<file path="src/rtl/sparse_table_engine_defines.svh">
// ---------------------------------------------------------------------------
// Sparse table engine assertion macros
// Shared checks for the RTL; each expands to one labeled concurrent assertion.
// ---------------------------------------------------------------------------
`ifndef SPARSE_TABLE_ENGINE_DEFINES_SVH
`define SPARSE_TABLE_ENGINE_DEFINES_SVH

// Check a property on every clock edge outside reset.
`define STE_ASSERT(name, prop, msg) \
	name: assert property (@(posedge clk) disable iff (!arst_n) (prop)) \
		else $error(msg);

// Check that a trigger is followed by a property on the next clock edge.
`define STE_ASSERT_NEXT(name, trig, prop, msg) \
	name: assert property (@(posedge clk) disable iff (!arst_n) (trig) |=> (prop)) \
		else $error(msg);

`endif

</file>
<file path="src/rtl/ste_pkg.sv">
// ---------------------------------------------------------------------------
// Sparse table engine package
// Shared constants, operation codes and the cell command word.
// ---------------------------------------------------------------------------
package ste_pkg;

	localparam int DEF_SLOTS      = 64;
	localparam int DEF_ENTRY_BITS = 32;

	localparam int SLOT_W       = 6;
	localparam int DATA_W       = 32;
	localparam int COUNT_W      = 7;
	localparam int IN_TDATA_W   = 40;
	localparam int OUT_TDATA_W  = 40;

	typedef enum logic [1:0] {
		OP_GET    = 2'd0,
		OP_UPDATE = 2'd1,
		OP_REMOVE = 2'd2
	} op_t;

	// Command broadcast to every cell in the commit cycle.
	typedef struct packed {
		logic wr;   // overwrite the entry at the position in place
		logic ins;  // insert: mark slot, shift entries up
		logic rem;  // remove: clear slot, shift entries down
	} cell_cmd_t;

endpackage

</file>
<file path="src/rtl/ste_entry_cell.sv">
// ---------------------------------------------------------------------------
// Sparse table entry cell
// Holds one packed entry; shifts with its neighbors on insert and remove.
// ---------------------------------------------------------------------------
module ste_entry_cell #(
	parameter int IDX_W    = 6,
	parameter int EW       = 32,
	parameter int CELL_IDX = 0
) (
	input  logic               clk,
	input  ste_pkg::cell_cmd_t cmd,
	input  logic [IDX_W-1:0]   pos,
	input  logic [EW-1:0]      wr_data,
	input  logic [EW-1:0]      left,
	input  logic [EW-1:0]      right,
	output logic [EW-1:0]      entry,
	output logic [EW-1:0]      sel_data
);

	localparam logic [IDX_W-1:0] MY_IDX = IDX_W'(CELL_IDX);

	logic [EW-1:0] entry_q;
	logic          at_pos;
	logic          above_pos;

	assign at_pos    = (pos == MY_IDX);
	assign above_pos = (MY_IDX > pos);
	assign entry     = entry_q;
	assign sel_data  = at_pos ? entry_q : '0;

	always_ff @(posedge clk) begin
		if ((cmd.wr || cmd.ins) && at_pos) begin
			entry_q <= wr_data;
		end else if (cmd.ins && above_pos) begin
			entry_q <= left;
		end else if (cmd.rem && (at_pos || above_pos)) begin
			entry_q <= right;
		end
	end

endmodule

</file>
<file path="config.mk">
export PLATFORM = sky130hd
export DESIGN_NAME = ste_entry_cell
export DESIGN_NICKNAME = d
export VERILOG_FILES = /design/src/rtl/sparse_table_engine_defines.svh /design/src/rtl/ste_pkg.sv /design/src/rtl/ste_entry_cell.sv
export SDC_FILE = /design/constraint.sdc
export NUM_CORES = 1
export LEC_CHECK = 0
export BUFFER_PORTS_ARGS = -buffer_cell sky130_fd_sc_hd__buf_2
export CELL_PAD_IN_SITES_DETAIL_PLACEMENT = 2
export CELL_PAD_IN_SITES_GLOBAL_PLACEMENT = 2
export CORE_MARGIN = 2
export CORE_UTILIZATION = 20
export DETAILED_ROUTE_END_ITERATION = 10
export PLACE_DENSITY = 0.81
export SETUP_SLACK_MARGIN = 0.2
export SYNTH_ARGS = -nofsm -noshare
export SYNTH_HDL_FRONTEND = slang
export SYNTH_SLANG_ARGS = --single-unit
</file>
<file path="constraint.sdc">
create_clock -name clk -period 2.5 [get_ports clk]
set_clock_uncertainty 0.2 [all_clocks]
set_input_delay 0.25 -clock clk [delete_from_list [all_inputs] [get_ports clk]]
set_output_delay 0.25 -clock clk [all_outputs]
set_load 0.01 [all_outputs]
</file>
; Yosys cells after proc, flatten, opt, wreduce, memory -nomap -nowiden
; Cells that the tools add are included.
[op_classes]
mux = 4
reduce_logical = 7
n_lt_le_gt_ge = 1
[op_table]
columns = op, count
row1 = 32-bit 2-to-1 mux, 4
row2 = 1-bit by 6-bit greater-than comparator with 1-bit output (first input constant), 1
row3 = 6-bit zero test, 1
row4 = 1-bit logical AND, 3
row5 = 3-bit nonzero test, 1
row6 = 1-bit logical OR, 2
[word_totals]
register_bits = 32
out_inout_bits = 64
input_bits = 106
elab_cells = 13

; Depth between registers and ports, before layout
; Gate-level depths: netlist (run 1).
[depth]
word_depth = 6
mapped_depth = 4
mapped_depth_nobuf = 3

; Worst setup path after synthesis (run 1)
; OpenSTA, ideal clock, no wires.
[synth_timing]
kind = input to register
start = input port pos[1]
end = register entry_q[0] (netlist: entry[0]) (enable)
slack_ns = 0.255
stages = 3
arrival_time_ns = 1.658
setup_ns = 0.387
required_ns = 1.913
cell_sequence = nor4_4 -> clkbuf_1 -> o211a_1
[synth_between]
elab_chain_cells = 4
word_cells_on_any_way = 7
classes_between = 1 x order compare / 6 x reduce/logical
[synth_lines]
columns = element, line_no
row1 = start: declaration, ste_entry_cell.sv:12  ; input logic [IDX_W-1:0] pos,
row2 = 1-bit by 6-bit greater-than comparator with 1-bit output or 6-bit zero test (tied branches), "ste_entry_cell.sv:27, ste_entry_cell.sv:26"
row3 = 1-bit logical OR, ste_entry_cell.sv:36  ; end else if (cmd.rem && (at_pos || above_pos)) begin
row4 = 1-bit logical AND, ste_entry_cell.sv:36
row5 = 3-bit nonzero test (no source line) *, n/a
row6 = end signal: assignment, ste_entry_cell.sv:33  ; entry_q <= wr_data;
row7 = end signal: assignment, ste_entry_cell.sv:35  ; entry_q <= left;
row8 = end signal: assignment, ste_entry_cell.sv:37  ; entry_q <= right;
row9 = end: declaration, ste_entry_cell.sv:22  ; logic [EW-1:0] entry_q;
; Mark *: on every way between the ends. The rest lies on a longest branch, timed or not.
; A chain may end at the register's enable or synchronous reset.

; Worst setup path in the final report (run 1)
[layout_timing]
start = input port pos[1]
end = output port sel_data[20]
[layout_between]
elab_chain_cells = 2
[layout_lines]
columns = element, line_no
row1 = 6-bit zero test, ste_entry_cell.sv:26  ; assign at_pos = (pos == MY_IDX);
row2 = 32-bit 2-to-1 mux, ste_entry_cell.sv:29  ; assign sel_data = at_pos ? entry_q : '0;
row3 = end: declaration, ste_entry_cell.sv:17  ; output logic [EW-1:0] sel_data
; No other way between the ends.

==> reports/qor.yml, run 1 <==
fillCellCount: 965
initial_core_util_pct: 20.4
critPathRequiredTime_ns: 2.05
power.density_nw_per_um2: 417
gp_congestion: 0.683
cts_tree: "built"
dp.cells: 350
synth.largest_area_cell: "edfxtp_1"
synthToLayoutAreaGrowth_pct: 50.6
synth_top_area_share_pct: 54.9
fin_crit_ns: 1.89
worst_hold_slack_ns: 0.0718
clkTransAtPathRegs_ns: 0.06
cp_common_cell: "buf_2"
slew_headroom_pct: 59.7
boundaryPins: 170
grt_pass1_wl_um: 8560
p_leak_nw: 1.45
drc: 0
grtUsageMet3_pct: 2.45
ys_warn_count: 0
clockBufferDepth: 2
fin_total_pwr_w: 0.00110
routed_wl_um: 5600
synth-seq-cells: 32
cp-start-kind: "primary input"
numCtsBuffers: 5
clock_sinks: 32
antenna_found_initial: 0
path_buf_inv: 3
drive_gt1_share_pct: 73.1
synth_seq_area_share_pct: 54.9
critPathTopFamily: "buffers and inverters"
cts_resized: 0
post-cts-setup-buffers: 0
stdcell_count: 357
critical_path.endpoint_type: "primary output"
synth-async-reset-ratio_pct: 0
peakVddDrop_mv: 0.138
rows: 34
syn-mean-instance-area_sq_um: 15.9
core_area_sq_um: 8590
largest_register_ffs: 32
hp-class: "primary input to flop"
max_cap_violations: 0
vias_per_cell: 4.18
rsz0062_at_grt: "no"
grt_max_degree: 34
firstDrtPassIters: 4
synthTopCellsByArea: "edfxtp_1 55%, mux2_4 26%, and3_1 11%"
use_met2_pct: 22.7
port_buffers: 137
cpMaxStageDelayCell: "buf_4"
holdBufCountCts: 0
grt_pass1_vias: 1620
via_count: 1491
final-setup-viol-count: 0
synth_commonest_cells: "32 x and3_1, 32 x edfxtp_1, 30 x mux2_4"
pwr-share-seq_pct: 54.5
die_area_sq_um: 9510
die_h_um: 97.5
synth-edff-count: 32
grtUsageMet1_pct: 11.9
synth_nets: 216
path_cells: "buf_2 -> nor4_4 -> buf_4 -> and3_1 -> buf_2"
fmax_mhz: 529
syn_area_sq_um: 1750
antenna_cells: 0
cpPeakStageDelay_ns: 0.36
netlist_instances: 110
die_w_um: 97.5
min_period_over_period_pct: 75.6
combPwrFrac_pct: 12.6
power.switching_w: 0.000231
clkPwrFrac_pct: 32.9
ys_types: 11
drv_slew: 0
worstSetupPathType: "primary input to primary output"
drt_iter0_drc: 36
outcome: "finished clean"
wire_per_inst_um: 15.7
cts-root-buf: "clkbuf_8"
detail-route-antenna-nets: 0
tightest_slew_ns: 0.605
setup_tns_ns: 0
busiest_layer: "met2"
synthFlopType: "edfxtp_1"
switching_share_pct: 21.1
grt_use_total_pct: 11.5
arrival_ns: 1.44
grt_overflow_total: 0
power.internal_w: 0.000868
htreeDepth: 2
cp_max_fo: 33
final_nets: 355
hold_violations: 0
detailed_place_hpwl_um: 4370
[area by class of cell]
cell class / instances / area [sq um] / area share [%]
clock buffer: 5 / 68.8 / 2.61
clock inverter: 2 / 7.51 / 0.285
multi-input combinational: 69 / 734 / 27.9
sequential: 32 / 961 / 36.5
tap: 108 / 135 / 5.13
timing repair buffer: 141 / 728 / 27.6
[worst paths after layout]
kind / startpoint / endpoint / slack, ns / cells after the start
worst max-delay path: pos[1] / sel_data[20] / 0.61 / 5
worst min-delay path: wr_data[16] / entry[16] / 0.07 / 2
[metal layers]
| metal | share of wire (%) | routed length [um] |
|---|---|---|
| met5 | 0 | 0 |
| met4 | 1.1 | 60 |
| met3 | 5.8 | 323 |
| met2 | 56 | 3160 |
| met1 | 37 | 2060 |
[through the flow]
| stage | setup slack (ns) | instance area (sq um) | util, % |
|---|---|---|---|
| 6_report | 0.609 | 2640 | 30.7 |
| 5_1_grt | 0.512 | 2640 | 30.7 |
| 4_1_cts | 0.593 | 2640 | 30.7 |
| 3_5_place_dp | 0.344 | 2560 | 29.8 |
| 3_3_place_gp | 0.361 | 2560 | 29.8 |
| 2_1_floorplan | 0.255 | 1750 | - |
[layout by cell type, fill, tap and decap left out, drive strengths merged]
master    n
clkinv    2
nor2      1
nor4      1
edfxtp   32
and3     32
clkbuf    5
o211a     1
mux2     32
buf     141
or2       1
nand3     1
[power groups by stage]
stage	Clock [W]	Sequential, W	Combinational [W]
3_5_place_dp	0	0.000611	0.000141
2_1_floorplan	0	0.000613	0.0000596
4_1_cts	0.000382	0.000599	0.000142
3_3_place_gp	0	0.000611	0.000136
5_1_grt	0.000402	0.000599	0.000152
6_report	0.000361	0.000599	0.000138
[logic make-up after synthesis]
group | Yosys count | share of synthesized area (%)
AND/OR/NAND/NOR | 36 | 14.2
flip-flops | 32 | 54.9
buffers and inverters | 9 | 3.22
AO/OA/AOI/OAI | 1 | 0.572
multiplexers | 32 | 27.0
Note: power is estimated with default switching activity, not from simulation.
==> inputs of run 2 (changes only) <==
--- a/config.mk
+++ b/config.mk
@@ -5,13 +5,14 @@
 export SDC_FILE = /design/constraint.sdc
 export NUM_CORES = 1
 export LEC_CHECK = 0
+export ABC_AREA = 1
 export BUFFER_PORTS_ARGS = -buffer_cell sky130_fd_sc_hd__buf_2
 export CELL_PAD_IN_SITES_DETAIL_PLACEMENT = 2
 export CELL_PAD_IN_SITES_GLOBAL_PLACEMENT = 2
 export CORE_MARGIN = 2
-export CORE_UTILIZATION = 20
+export CORE_UTILIZATION = 15
 export DETAILED_ROUTE_END_ITERATION = 10
-export PLACE_DENSITY = 0.81
+export PLACE_DENSITY = 0.76
 export SETUP_SLACK_MARGIN = 0.2
 export SYNTH_ARGS = -nofsm -noshare
 export SYNTH_HDL_FRONTEND = slang
==> constraint.sdc (replaced) <==
create_clock -name clk -period 1.66 [get_ports clk]
set_clock_uncertainty 0.2 [all_clocks]
set_input_delay 0.166 -clock clk [delete_from_list [all_inputs] [get_ports clk]]
set_output_delay 0.166 -clock clk [all_outputs]
set_load 0.01 [all_outputs]
==> run 2 against run 1 <==
Power is 88% higher; die area is 32% higher; wire length is 42% higher; the flow now finishes with violations (negative hold slack); largest cell class is now buffers; via count is 42% higher; highest routed layer unchanged; global-route usage is 1.4 points higher; area after synthesis is 0.21% lower; flip-flop and latch count stayed put; clock power is 140% higher.
==> reports/qor.yml, run 2 <==
outcome: "complete, but fails checks"
violations: "negative hold slack"
drv_slew: 0  # unchanged
clock_sinks: 32  # unchanged
dp.cells: 496  # +42%
drt_iter0_drc: 51  # +42%
htreeDepth: 2  # unchanged
rows: 39  # +15%
gp_congestion: 0.767  # +12%
clkTransAtPathRegs_ns: 0.05  # about the same
wire_per_inst_um: 14.7  # -6.1%
vias_per_cell: 3.91  # -6.5%
cts-root-buf: "clkbuf_16"
layout_commonest_cell: "buf_2"
arrival_ns: 1.07  # -0.37 ns
critPathRequiredTime_ns: 1.29  # -0.76 ns
clockBufferDepth: 2  # unchanged
critical_path.endpoint_type: "primary output"
min_period_over_period_pct: 86.8
hp-class: "primary input to flop"
port_buffers: 137  # unchanged
initial_core_util_pct: 15.4  # -5.0 points
stdcell_count: 541  # +52%
synth_nets: 323  # +50%
die_area_sq_um: 12500  # +32%
layout_common_cells: "137 x buf_2, 64 x nand2_1, 36 x dlygate4sd3_1"
final-setup-viol-count: 0  # unchanged
syn_area_sq_um: 1750  # -0.21%
netlist_instances: 217  # +97%
numCtsBuffers: 5  # unchanged
synthTopCellsByArea: "edfxtp_1 55%, nand2_1 14%, nand3_1 9.2%"
synth_seq_area_share_pct: 55.1  # +0.12 points
synth-async-reset-ratio_pct: 0  # unchanged
slew_headroom_pct: 82.6  # +23 points
routed_wl_um: 7970  # +42%
ys_types: 13  # +2
cp-start-kind: "primary input"
rsz0062_at_grt: "yes"
fin_crit_ns: 1.44
synth_commonest_cells: "65 x nand2_1, 37 x nor2_1, 35 x inv_1"
ys_warn_count: 0  # unchanged
core_area_sq_um: 11400  # +32%
synth-edff-count: 32  # unchanged
max_cap_violations: 0  # unchanged
cp_max_fo: 10  # -70%
cts_tree: "built"
firstDrtPassIters: 4  # unchanged
hp-start: "wr_data[5]"
die_w_um: 112  # +15%
detailed_place_hpwl_um: 6030  # +38%
synth_top_area_share_pct: 55.1  # +0.12 points
final_nets: 504  # +42%
antenna_found_initial: 0  # unchanged
synthToLayoutAreaGrowth_pct: 84.5
syn-mean-instance-area_sq_um: 8.04  # -49%
antenna_cells: 0  # unchanged
largest_register_ffs: 32  # unchanged
drive_gt1_share_pct: 43.5  # -30 points
p_leak_nw: 1.72  # +18%
worstSetupPathType: "primary input to primary output"
final_core_util_pct: 28.3  # -2.3 points
grt_use_total_pct: 12.9  # +1.4 points
detail-route-antenna-nets: 0  # unchanged
boundaryPins: 170  # unchanged
synthFlopType: "edfxtp_1"
drc: 0  # unchanged
grt_max_degree: 25  # -26%
grt_overflow_total: 0  # unchanged
worst_hold_slack_ns: -0.000726  # -0.0726 ns
synth-seq-cells: 32  # unchanged
grt_pass1_vias: 2339  # +44%
via_count: 2113  # +42%
power.density_nw_per_um2: 640  # +54%
yosysMostFrequentCell: "nand2_1"
peakVddDrop_mv: 0.279  # +100%
hold_violations: 1  # +1
worstHoldEndpoint: "entry[5]"
tightest_slew_ns: 0.261  # -0.344 ns
worst_hold_path.num_cells: 3  # +1
fillCellCount: 1308  # +36%
synth.largest_area_cell: "edfxtp_1"
die_h_um: 112  # +15%
fmax_mhz: 694
grt_pass1_wl_um: 12600  # +47%
==> run 2: layout make-up <==
class	instances	area, sq um	area share [%]
flip-flops and latches	32	961	29.8
well taps	143	179	5.56
repair buffers	186	1190	36.9
clock inverters	2	12.5	0.389
clock buffers	5	125	3.89
inverters	36	140	4.35
multi-input cells	137	614	19.1
==> run 2: worst max-delay path, cell delays in order <==
cell and delay [ns]:
buf_2 0.11, nor2_4 0.11, nand2_2 0.07, nor2_4 0.16, inv_6 0.07, buf_8 0.15
nor2_1 0.10, buf_2 0.14
==> run 2: through the flow <==
stage	area, sq um	total power [W]	TNS [ns]	setup WS, ns
after floorplan	1780	0.000994	-0.731	-0.0228
after global placement	2650	0.00112	0	0.0600
after detailed placement	2650	0.00113	0	0.0547
after CTS	3180	0.00208	0	0.208
after global routing	3220	0.00216	0	0.167
final	3220	0.00206	0	0.220
==> run 2: what timing repair did <==
item / in CTS / in global routing
endpoints found under the setup margin: 22 / 31
hold buffers: 35 / 1
pin swaps: 1 / 1
resized for setup: 5 / 9
buffers inserted: 2 / 0
hold endpoints to repair: 30 / 1
==> run 2: worst max-delay path by stage <==
stage	startpoint	endpoint	slack [ns]	depth (start not counted)
5_1_grt	pos[5]	sel_data[10]	0.17	8
4_1_cts	pos[1]	sel_data[15]	0.21	8
6_report	pos[5]	sel_data[3]	0.22	8
3_5_place_dp	pos[5]	entry[25]	0.05	7
3_3_place_gp	pos[5]	entry[0]	0.06	7
2_1_floorplan	pos[5]	entry[0]	-0.02	5
==> run 2: logic make-up (layout without fill, tap and decap cells) <==
logic type             after synthesis  count (layout)  share of synthesized area [%]
flip-flops                          32              32                           55.1
AND/OR/NAND/NOR                    137             137                           32.5
buffers and inverters               48             229                           12.5
==> run 2: where the power goes <==
| part | total (W) | switching (W) | internal, W |
|---|---|---|---|
| logic | 0.000275 | 0.000119 | 0.000156 |
| clock network | 0.000882 | 0.000338 | 0.000544 |
| registers | 0.000905 | 0.00000465 | 0.000900 |
| total | 0.00206 | 0.000462 | 0.00160 |
==> run 2: layer usage <==
| metal | global-route usage [%] | vias to the layer above | part of all wire (%) |
|---|---|---|---|
| met4 | 3.95 | 0 | 1.4 |
| li1 | - | 1032 | - |
| met1 | 15.1 | 997 | 40 |
| met2 | 23.9 | 75 | 54 |
| met3 | 2.23 | 9 | 4.5 |
| met5 | 0 | - | 0 |
==> inputs of run 3 (changes only) <==
--- a/config.mk
+++ b/config.mk
@@ -7,12 +7,13 @@
 export LEC_CHECK = 0
 export ABC_AREA = 1
 export BUFFER_PORTS_ARGS = -buffer_cell sky130_fd_sc_hd__buf_2
-export CELL_PAD_IN_SITES_DETAIL_PLACEMENT = 2
-export CELL_PAD_IN_SITES_GLOBAL_PLACEMENT = 2
+export CELL_PAD_IN_SITES_DETAIL_PLACEMENT = 0
+export CELL_PAD_IN_SITES_GLOBAL_PLACEMENT = 1
 export CORE_MARGIN = 2
-export CORE_UTILIZATION = 15
+export CORE_UTILIZATION = 21
 export DETAILED_ROUTE_END_ITERATION = 10
-export PLACE_DENSITY = 0.76
+export HOLD_SLACK_MARGIN = 0.06
+export PLACE_DENSITY = 0.78
 export SETUP_SLACK_MARGIN = 0.2
 export SYNTH_ARGS = -nofsm -noshare
 export SYNTH_HDL_FRONTEND = slang
==> run 3 against run 2 <==
The flow now finishes without violations; clock-buffer cell count unchanged; global-route usage up 0.62 points; core utilization up 14 points; hold slack better by 0.27 ns; largest cell class unchanged; largest power group unchanged; highest routed layer unchanged.
==> reports/qor.yml, run 3 (synthesis gave the netlist of run 2 again) <==
outcome: "finished clean"
peakVddDrop_mv: 0.258  # -7.4%
grt_pass1_vias: 2004  # -14%
drt_iter0_drc: 43  # -16%
detailed_place_hpwl_um: 4170  # -31%
drc: 0  # unchanged
slew_headroom_pct: 77.1  # -5.5 points
min_period_over_period_pct: 85.4  # -1.4 points
die_h_um: 95.2  # -15%
cpPeakStageDelay_ns: 0.15  # about the same
worst_hold_slack_ns: 0.269  # +0.270 ns
initial_core_util_pct: 21.5  # +6.1 points
setup_tns_ns: 0  # unchanged
via_count: 2143  # +1.4%
htreeDepth: 2  # unchanged
fin_total_pwr_w: 0.00193  # -6.4%
die_area_sq_um: 9060  # -28%
final-setup-viol-count: 0  # unchanged
firstDrtPassIters: 4  # unchanged
critPathTopFamily: "buffers and inverters"
grt_max_degree: 33  # +32%
die_w_um: 95.2  # -15%
p_leak_nw: 1.81  # +5.4%
largest_register_ffs: 32  # unchanged
wire_per_inst_um: 12.1  # -18%
boundaryPins: 170  # unchanged
fillCellCount: 810  # -38%
grt_pass1_wl_um: 9230  # -27%
final_nets: 530  # +5.2%
drv_slew: 0  # unchanged
cp-start-kind: "primary input"
cts-root-buf: "clkbuf_8"
rows: 33  # -15%
arrival_ns: 1.05  # -0.02 ns
clock_sinks: 32  # unchanged
final_core_util_pct: 42.2  # +14 points
hp-class: "primary input to flop"
core_area_sq_um: 8130  # -28%
clockBufferDepth: 2  # unchanged
power.density_nw_per_um2: 563  # -12%
gp_congestion: 0.750  # -2.3%
port_buffers: 137  # unchanged
layout_commonest_cell: "buf_2"
layout_common_cells: "137 x buf_2, 64 x nand2_1, 64 x dlygate4sd3_1"
detail-route-antenna-nets: 0  # unchanged
cpMaxStageDelayCell: "buf_12"
grt_use_total_pct: 13.5  # +0.62 points
vias_per_cell: 4.04  # +3.5%
synthToLayoutAreaGrowth_pct: 96.5
grt_overflow_total: 0  # unchanged
critical_path.endpoint_type: "primary output"
path_buf_inv: 4  # unchanged
tightest_slew_ns: 0.344  # +0.0826 ns
routed_wl_um: 6390  # -20%
cts_tree: "built"
cp_max_fo: 13  # +3
drive_gt1_share_pct: 41.4  # -2.1 points
rsz0062_at_grt: "yes"
critPathRequiredTime_ns: 1.29  # about the same
antenna_cells: 0  # unchanged
numCtsBuffers: 5  # unchanged
path_cells: "buf_2 -> nor2_4 -> nand2_2 -> nor2_4 -> inv_4 -> buf_12 -> nor2_2 -> buf_2"
fin_crit_ns: 1.42  # -0.0233 ns
worstSetupPathType: "primary input to primary output"
max_cap_violations: 0  # unchanged
antenna_found_initial: 0  # unchanged
hold_violations: 0  # -1
fmax_mhz: 706  # +1.6%
clkTransAtPathRegs_ns: 0.07  # +0.02 ns
-- run 3: changes by cell type in the layout (fill, tap and decap cells not counted), sizes merged --
cell and delta:
clkinv +1, clkinvlp -1, buf -2, dlygate4sd3 +28
bufinv +1
-- run 3: path summary, 6_finish.rpt --
kind | startpoint | to | slack (ns) | cells after the start
setup / recovery | pos[5] | sel_data[10] | 0.24 | 8
hold / removal | cmd[0] | entry[3] | 0.27 | 4
-- run 3: cell type report --
cell class	instances	area (sq um)	area share [%]
timing repair buffer	212	1460	42.5
clock buffer	5	68.8	2.01
tap	105	131	3.83
clock inverter	3	37.5	1.09
inverter	36	138	4.01
sequential	32	961	28.0
multi-input combinational	137	634	18.5
-- run 3: stage by stage --
| stage | cell area (sq um) | cells | setup WS [ns] |
|---|---|---|---|
| 2_1_floorplan | 1780 | 217 | -0.0228 |
| 3_3_place_gp | 2600 | 456 | 0.149 |
| 3_5_place_dp | 2600 | 456 | 0.132 |
| 4_1_cts | 3360 | 528 | 0.208 |
| 5_1_grt | 3430 | 530 | 0.178 |
| 6_report | 3430 | 530 | 0.243 |
-- run 3: what timing repair did --
action / 4_1_cts / 5_1_grt
hold buffers: 64 / 0
setup buffers: 0 / 2
hold endpoints to repair: 32 / 0
endpoints found under the setup margin: 20 / 32
pin swaps: 1 / 1
resized for setup: 2 / 19
-- run 3: where the power goes --
group / switching, W / internal [W]
sequential: 0.00000402 / 0.000899
clock: 0.000275 / 0.000437
combinational: 0.000118 / 0.000198
total: 0.000397 / 0.00153
-- run 3: metal layers --
metal	routed length, um	vias up	GRT usage [%]
met4	113	0	4.59
li1	-	1083	-
met2	3590	68	27.0
met5	0	-	0
met3	237	10	1.82
met1	2450	982	14.3
-- run 3: tightest hold or removal path, stage by stage --
cell and delay, ns:
buf_2 0.07, nor2_1 0.06, nor2_4 0.15, buf_12 0.17
